==> src/hw/rtl/lsc_pkg.sv <==
// ----------------------------------------------------------------------------
// lsc_pkg
// Shared constants for the scanline timing controller: line geometry, field
// widths and configuration register indexes.
// ----------------------------------------------------------------------------
`timescale 1ns / 1ps

package lsc_pkg;

    localparam int VISIBLE_LINES = 160;
    localparam int HBLANK_BEGIN  = 960;
    localparam int HBLANK_LENGTH = 272;
    localparam int TOTAL_LINES   = 228;
    localparam int HBLANK_DELAY  = 46;

    localparam int CYC_W   = 11;
    localparam int LINE_W  = 8;
    localparam int ELAP_W  = 8;
    localparam int CFG_IDX_W = 2;
    localparam int CFG_DATA_W = 8;

    localparam int LINE_END_CYC  = HBLANK_BEGIN + HBLANK_LENGTH;
    localparam int HBLANK_AT_CYC = HBLANK_BEGIN + HBLANK_DELAY;

    localparam logic [CFG_IDX_W-1:0] CFG_VCOUNT_TARGET = 2'd0;
    localparam logic [CFG_IDX_W-1:0] CFG_MATCH_IRQ_EN  = 2'd1;

endpackage

==> src/hw/rtl/lcd_scanline_timing_controller.sv <==
// ----------------------------------------------------------------------------
// lcd_scanline_timing_controller
// Line and frame timing with status flags and one-shot interrupt requests.
// ----------------------------------------------------------------------------
// Each input word carries the elapsed CPU time since the last update. The
// word is accepted on any cycle in which the result register is empty or
// being drained, and its status word appears in the result register on the
// next cycle, so one word per clock is sustained while the output is drained.
// The rate is set by the single add-and-compare step between the timing state
// registers and the result register. Configuration writes are taken at once.
`timescale 1ns / 1ps

module lcd_scanline_timing_controller
    import lsc_pkg::*;
(
    input  logic                  i_clk,
    input  logic                  i_rst_n,
    input  logic                  i_cfg_valid,
    output logic                  o_cfg_ready,
    input  logic [CFG_IDX_W-1:0]  i_cfg_index,
    input  logic [CFG_DATA_W-1:0] i_cfg_data,
    input  logic                  i_in_valid,
    output logic                  o_in_ready,
    input  logic [ELAP_W-1:0]     i_elapsed_cycles,
    output logic                  o_out_valid,
    input  logic                  i_out_ready,
    output logic [LINE_W-1:0]     o_scanline,
    output logic                  o_hblank_flag,
    output logic                  o_vblank_flag,
    output logic                  o_vcount_match,
    output logic                  o_hblank_irq,
    output logic                  o_vblank_irq,
    output logic                  o_line_match_irq,
    output logic                  o_render_line
);

    typedef enum logic [1:0] {
        PH_VISIBLE = 2'd0,
        PH_HBLANK  = 2'd1,
        PH_VBLANK  = 2'd2,
        PH_SPARE   = 2'd3
    } t_phase;

    t_phase              r_phase, n_phase;
    logic [CYC_W-1:0]    r_cycles, n_cycles;
    logic [LINE_W-1:0]   r_line, n_line;
    logic                r_hblank, n_hblank;
    logic                r_vblank, n_vblank;
    logic                r_match, n_match;
    logic [LINE_W-1:0]   r_target;
    logic                r_irq_en;

    logic                r_out_valid;
    logic [LINE_W-1:0]   r_scanline;
    logic                r_hblank_flag, r_vblank_flag, r_vcount_match;
    logic                r_hblank_irq, r_vblank_irq, r_line_match_irq, r_render_line;
    logic                n_h_irq, n_v_irq, n_c_irq, n_render;

    logic [CYC_W:0]      sum;
    logic [CYC_W-1:0]    sat_cycles;
    logic [LINE_W-1:0]   inc_line;
    logic                line_end;
    logic                in_acc;

    assign o_cfg_ready = 1'b1;
    assign o_in_ready  = !r_out_valid || i_out_ready;
    assign in_acc      = i_in_valid && o_in_ready;

    assign sum        = {1'b0, r_cycles} + {{(CYC_W + 1 - ELAP_W){1'b0}}, i_elapsed_cycles};
    assign sat_cycles = sum[CYC_W] ? {CYC_W{1'b1}} : sum[CYC_W-1:0];
    assign line_end   = sat_cycles >= CYC_W'(LINE_END_CYC);
    assign inc_line   = r_line + LINE_W'(1);

    always_comb begin
        n_phase  = r_phase;
        n_cycles = sat_cycles;
        n_line   = r_line;
        n_hblank = r_hblank;
        n_vblank = r_vblank;
        n_match  = r_match;
        n_h_irq  = 1'b0;
        n_v_irq  = 1'b0;
        n_c_irq  = 1'b0;
        n_render = 1'b0;
        unique case (r_phase)
            PH_HBLANK: begin
                if (line_end) begin
                    n_line   = inc_line;
                    n_hblank = 1'b0;
                    n_cycles = '0;
                    n_match  = (inc_line == r_target);
                    n_c_irq  = (inc_line == r_target) && r_irq_en;
                    if (inc_line == LINE_W'(VISIBLE_LINES)) begin
                        n_phase  = PH_VBLANK;
                        n_vblank = 1'b1;
                        n_v_irq  = 1'b1;
                    end else begin
                        n_phase = PH_VISIBLE;
                    end
                end
            end
            PH_VBLANK: begin
                if (line_end) begin
                    n_line   = inc_line;
                    n_hblank = 1'b0;
                    n_cycles = '0;
                    if (inc_line >= LINE_W'(TOTAL_LINES)) begin
                        n_line   = '0;
                        n_phase  = PH_VISIBLE;
                        n_vblank = 1'b0;
                    end
                    n_match = (n_line == r_target);
                    n_c_irq = (n_line == r_target) && r_irq_en;
                end
            end
            default: begin
                n_phase = PH_VISIBLE;
                if (sat_cycles >= CYC_W'(HBLANK_AT_CYC)) begin
                    n_render = (r_line < LINE_W'(VISIBLE_LINES));
                    n_phase  = PH_HBLANK;
                    n_hblank = 1'b1;
                    n_h_irq  = 1'b1;
                end
            end
        endcase
    end

    always_ff @(posedge i_clk) begin
        if (!i_rst_n) begin
            r_phase     <= PH_VISIBLE;
            r_cycles    <= '0;
            r_line      <= '0;
            r_hblank    <= 1'b0;
            r_vblank    <= 1'b0;
            r_match     <= 1'b0;
            r_target    <= '0;
            r_irq_en    <= 1'b0;
            r_out_valid <= 1'b0;
        end else begin
            if (i_cfg_valid) begin
                unique case (i_cfg_index)
                    CFG_VCOUNT_TARGET: r_target <= i_cfg_data[LINE_W-1:0];
                    CFG_MATCH_IRQ_EN:  r_irq_en <= i_cfg_data[0];
                    default: ;
                endcase
            end
            if (in_acc) begin
                r_phase     <= n_phase;
                r_cycles    <= n_cycles;
                r_line      <= n_line;
                r_hblank    <= n_hblank;
                r_vblank    <= n_vblank;
                r_match     <= n_match;
                r_out_valid <= 1'b1;
            end else if (i_out_ready) begin
                r_out_valid <= 1'b0;
            end
        end
    end

    // result word register
    always_ff @(posedge i_clk) begin
        if (in_acc) begin
            r_scanline       <= n_line;
            r_hblank_flag    <= n_hblank;
            r_vblank_flag    <= n_vblank;
            r_vcount_match   <= n_match;
            r_hblank_irq     <= n_h_irq;
            r_vblank_irq     <= n_v_irq;
            r_line_match_irq <= n_c_irq;
            r_render_line    <= n_render;
        end
    end

    assign o_out_valid      = r_out_valid;
    assign o_scanline       = r_scanline;
    assign o_hblank_flag    = r_hblank_flag;
    assign o_vblank_flag    = r_vblank_flag;
    assign o_vcount_match   = r_vcount_match;
    assign o_hblank_irq     = r_hblank_irq;
    assign o_vblank_irq     = r_vblank_irq;
    assign o_line_match_irq = r_line_match_irq;
    assign o_render_line    = r_render_line;

endmodule

==> config.mk <==
export PLATFORM = sky130hd
export DESIGN_NAME = lcd_scanline_timing_controller
export DESIGN_NICKNAME = d
export VERILOG_FILES = /design/src/hw/rtl/lsc_pkg.sv /design/src/hw/rtl/lcd_scanline_timing_controller.sv
export SDC_FILE = /design/constraint.sdc
export NUM_CORES = 1
export LEC_CHECK = 0
export BUFFER_PORTS_ARGS = -buffer_cell sky130_fd_sc_hd__buf_4
export CORE_ASPECT_RATIO = 0.8
export CORE_MARGIN = 4
export CORE_UTILIZATION = 50
export CTS_CLUSTER_DIAMETER = 100
export DETAILED_ROUTE_END_ITERATION = 16
export GPL_ROUTABILITY_DRIVEN = 0
export PLACE_DENSITY = 0.7
export SYNTH_ARGS = -nofsm -noshare
export SYNTH_HDL_FRONTEND = slang
export SYNTH_SLANG_ARGS = --single-unit
==> constraint.sdc <==
create_clock -name i_clk -period 9.7 [get_ports i_clk]
set_input_delay 1.94 -clock i_clk [delete_from_list [all_inputs] [get_ports i_clk]]
set_output_delay 1.94 -clock i_clk [all_outputs]
set_load 0.01 [all_outputs]
==> PnR_summary.wiki <==
{| class="wikitable"
! Metric !! Value
|-
| Seq pwr share || 0.477
|-
| Maximum clock skew at final layout || 0.0147 ns
|-
| Crit path cell chain || buf_4 > ha_1 > fa_1 > a21o_1 > a21oi_1 > o211ai_2 > and4bb_4 > o31ai_4 > and2_1 > nand2_1 > or4_1 > a21oi_1
|-
| Transition time of the tightest slew-check pin || 0.961 ns
|-
| Kind of capture point of the worst setup path || flop
|-
| Antenna cell count || 0
|-
| Hold EP || r_cycles[4]
|-
| Count of distinct cell types in the synthesized netlist || 62
|-
| Met3 usage || 0.0463
|-
| Max Fanout on Critical Path || 14
|-
| DR DRC count || 0
|-
| Clock Pin Slew Worst Setup and Hold Paths || 0.10 ns
|-
| Count of filler cells inserted in the layout || 563
|-
| Yosys top cell area share || 0.210
|-
| Detailed-route vias per instance || 6.07
|-
| Number of global-route vias before repair || 2779
|-
| End-of-flow core utilization || 0.598
|-
| Type of element launching the critical path || input pin
|-
| Min-Delay Path Class || reg2reg
|-
| R2R cell count || 11
|-
| Minimum setup slack after placement || 4.41 ns
|-
| Number of buffers inserted by post-CTS setup repair || 0
|-
| Number of cells traversed by the worst hold path || 2
|-
| Total Negative Setup Slacks || 0 ns
|-
| Initial DRC Count || 325
|-
| Count of input and output buffers || 39
|-
| GRT met1 Usage || 0.325
|-
| Commonest cells after routing, fill and taps aside || sky130_fd_sc_hd__nor2_1 (45), sky130_fd_sc_hd__buf_4 (40), sky130_fd_sc_hd__nand2_1 (36)
|-
| Internal Pwr Total || 0.000342 W
|-
| Total power per unit cell area || 130 nW/um2
|-
| Post-synthesis sequential area ratio || 0.350
|-
| Clock buffers created by TritonCTS || 5
|-
| Antenna violations before repair || 0
|-
| Layout Cell Area excl Fill || 3650 um2
|-
| Per-instance average area after synthesis || 8.25 um2
|-
| DIE AREA || 7830 um2
|-
| Sw power || 0.000132 W
|-
| Max Buffers Root-to-Sink || 2
|-
| Initial cell density of the core || 0.530
|-
| Number of maximum-capacitance violations || 0
|-
| Met2 Usage GRT || 0.302
|-
| Antenna viol nets, final || 0
|-
| Root buffer cell || sky130_fd_sc_hd__clkbuf_8
|-
| Leading post-synthesis cells by cell area || sky130_fd_sc_hd__dfxtp_1 (21%), sky130_fd_sc_hd__edfxtp_1 (14%), sky130_fd_sc_hd__nor2_1 (5.2%), sky130_fd_sc_hd__o21ai_0 (5.1%), sky130_fd_sc_hd__a21oi_1 (4.6%)
|-
| Number of top-level pins || 41
|-
| Total nets after synthesis || 428
|-
| Startpoint of the tightest hold check path || r_cycles[4]
|-
| Terminus of the critical flop-to-flop path || r_line[0]
|-
| Routed Wire Length || 8020 um
|-
| Net count, final || 451
|-
| Fmax || 201 MHz
|-
| Share of total power in the clock network || 0.312
|-
| Number of placement rows || 25
|-
| H-tree depth || 2
|-
| Count of endpoints failing hold in the final timing report || 0
|-
| Req. time, crit path || 9.94 ns
|-
| Leakage power of the design || 1.38 nW
|-
| Syn Inst Count || 392
|-
| Net switching fraction of the power || 0.278
|-
| Die H || 79.9 um
|-
| Number of register bits inferred by synthesis || 49
|-
| Classification of the worst setup path || in2reg
|-
| Clock latency at the later pin of the worst-skew pair || 0.31 ns
|-
| Max transition margin || 0.358
|-
| Final Setup Violations || 0
|-
| Number of synthesized flops with an enable pin || 15
|-
| Slack of the worst reg-to-reg path || 6.14 ns
|-
| Average wire per standard cell || 16.1 um
|-
| Die boundary width || 97.9 um
|-
| Unrepaired setup endpoints after global routing || no
|-
| Period utilisation layout || 0.514
|-
| Commonest non-fill, non-tap cell in the layout || sky130_fd_sc_hd__nor2_1
|-
| Clock sink count || 49
|-
| Max Transition Viols Final || 0
|-
| Peak ir drop on the vdd network || 0.0605 mV
|-
| HPWL Detailed || 5850 um
|-
| Overall via count from detail_route || 3016
|-
| First-pass GRT wire length || 13600 um
|-
| Clock tree from TritonCTS || done
|-
| Grt ovf || 0
|-
| Slowest cell on the critical path || sky130_fd_sc_hd__or4_1
|-
| Area growth, synth to finish || 12.8%
|-
| Result of the run || finished, final reports clean
|-
| Core ar. || 6100 um2
|-
| Post-synth ARST share || 0
|-
| Global Route Usage Sum || 0.214
|-
| Most frequent CP cell || sky130_fd_sc_hd__a21oi_1
|-
| Number of hold buffers added after cts || 0
|-
| Number of iterations in the first detailed-routing pass || 5
|-
| Layout cells sized above 1 || 0.147
|-
| Most heavily used metal layer in global routing || met1
|-
| Commonest register cell after synthesis || sky130_fd_sc_hd__dfxtp_1
|-
| Worst stage delay on the critical path || 0.50 ns
|-
| Post-CTS resize count || 0
|-
| Launch instance of the worst register-to-register path || r_cycles[0]
|-
| Power share of the combinational group || 0.212
|-
| Post-Place Cell Area || 3540 um2
|-
| Post-synthesis cell area || 3230 um2
|-
| Data arrival time at the worst-slack endpoint || 5.23 ns
|-
| Cell taking the most area after synthesis || sky130_fd_sc_hd__dfxtp_1
|-
| Largest net degree at the start of global routing || 30
|-
| Min cycle time layout || 4.99 ns
|-
| Yosys synthesis warning count || 0
|-
| PnR worst setup slack || 4.71 ns
|}
[flip-flops by register name, summed over array words and instances (netlist names)]
register / cells
o_hblank_flag: 1
o_hblank_irq: 1
o_line_match_irq: 1
o_out_valid: 1
o_render_line: 1
o_scanline: 8
o_vblank_flag: 1
o_vblank_irq: 1
o_vcount_match: 1
r_cycles: 11
r_hblank: 1
r_irq_en: 1
r_line: 8
r_match: 1
r_phase: 2
r_target: 8
r_vblank: 1
[metrics by stage]
stage	instances	power [W]	hold slack, ns
final	497	0.000473	0.472
after global routing	497	0.000499	0.509
after CTS	497	0.000476	0.475
after detailed placement	489	0.000329	0.452
after global placement	489	0.000327	0.440
after floorplan	392	0.000302	0.429
[worst max path at each step]
stage                                   start            end  slack (ns)  cells after the start
after detailed placement  i_elapsed_cycles[0]      r_line[0]        4.41                     12
after global placement    i_elapsed_cycles[0]      r_line[0]        4.52                     12
final                     i_elapsed_cycles[0]      r_line[0]        4.71                     12
after floorplan           i_elapsed_cycles[0]  o_scanline[3]        4.95                     12
after global routing      i_elapsed_cycles[0]      r_line[0]        4.49                     12
after CTS                 i_elapsed_cycles[0]      r_line[0]        4.72                     12
[critical path, delay by kind of cell]
kind | cells | cell delay (ns)
buffers and inverters | 1 | 0.11
adder cells (fa/ha/maj) | 2 | 0.66
AND/OR/NAND/NOR | 4 | 1.45
AO/OA/AOI/OAI | 5 | 1.07
[power by group through the flow]
stage | Sequential (W) | Combinational [W] | Clock [W]
global placement | 0.000230 | 0.0000971 | 0
finish | 0.000226 | 0.000100 | 0.000147
floorplan | 0.000230 | 0.0000714 | 0
CTS | 0.000226 | 0.0000991 | 0.000151
global route | 0.000227 | 0.000110 | 0.000162
detailed placement | 0.000230 | 0.0000985 | 0
[logic make-up after synthesis]
family	share of synthesized area
AND/OR/NAND/NOR	0.227
AO/OA/AOI/OAI	0.245
flip-flops	0.350
buffers and inverters	0.0457
XOR/XNOR	0.0515
adder cells (fa/ha/maj)	0.0526
multiplexers	0.0279
other	0.00116
[metal layers]
layer | share of wire | wire (um)
met1 | 0.51 | 4070
met2 | 0.41 | 3270
met3 | 0.071 | 572
met4 | 0.012 | 95
met5 | 0 | 0
[cell usage after synthesis, types with 3 or more instances]
master and count:
sky130_fd_sc_hd__o22ai_1 3, sky130_fd_sc_hd__nand2b_1 6, sky130_fd_sc_hd__nand3b_1 4, sky130_fd_sc_hd__mux2i_1 9, sky130_fd_sc_hd__or2_2 4, sky130_fd_sc_hd__nor3_1 5, sky130_fd_sc_hd__clkbuf_1 16, sky130_fd_sc_hd__nand4b_1 3
sky130_fd_sc_hd__or3_1 3, sky130_fd_sc_hd__a21oi_1 30, sky130_fd_sc_hd__or4_1 3, sky130_fd_sc_hd__and3_1 4, sky130_fd_sc_hd__buf_2 4, sky130_fd_sc_hd__nand3_1 7, sky130_fd_sc_hd__o31ai_1 6, sky130_fd_sc_hd__nand4_1 8
sky130_fd_sc_hd__xor2_1 6, sky130_fd_sc_hd__edfxtp_1 15, sky130_fd_sc_hd__inv_1 13, sky130_fd_sc_hd__o21ai_0 33, sky130_fd_sc_hd__nor2b_1 3, sky130_fd_sc_hd__and2_1 6, sky130_fd_sc_hd__a211oi_1 7, sky130_fd_sc_hd__xnor2_1 13
sky130_fd_sc_hd__nand2_1 36, sky130_fd_sc_hd__a31oi_1 7, sky130_fd_sc_hd__ha_1 12, sky130_fd_sc_hd__buf_1 3, sky130_fd_sc_hd__a221oi_1 3, sky130_fd_sc_hd__dfxtp_1 34, sky130_fd_sc_hd__nor2_1 45
[area by class of cell]
cell class                      count  area [um2]  share of cell area
Multi-Input combinational cell    306        1960               0.536
Inverter                           13        48.8              0.0134
Sequential cell                    49        1130               0.310
Clock buffer                        6        72.6              0.0199
Clock inverter                      2        38.8              0.0106
Tap cell                           81         101              0.0278
Timing Repair Buffer               40         300              0.0823
Note: power is estimated with default switching activity, not from simulation.
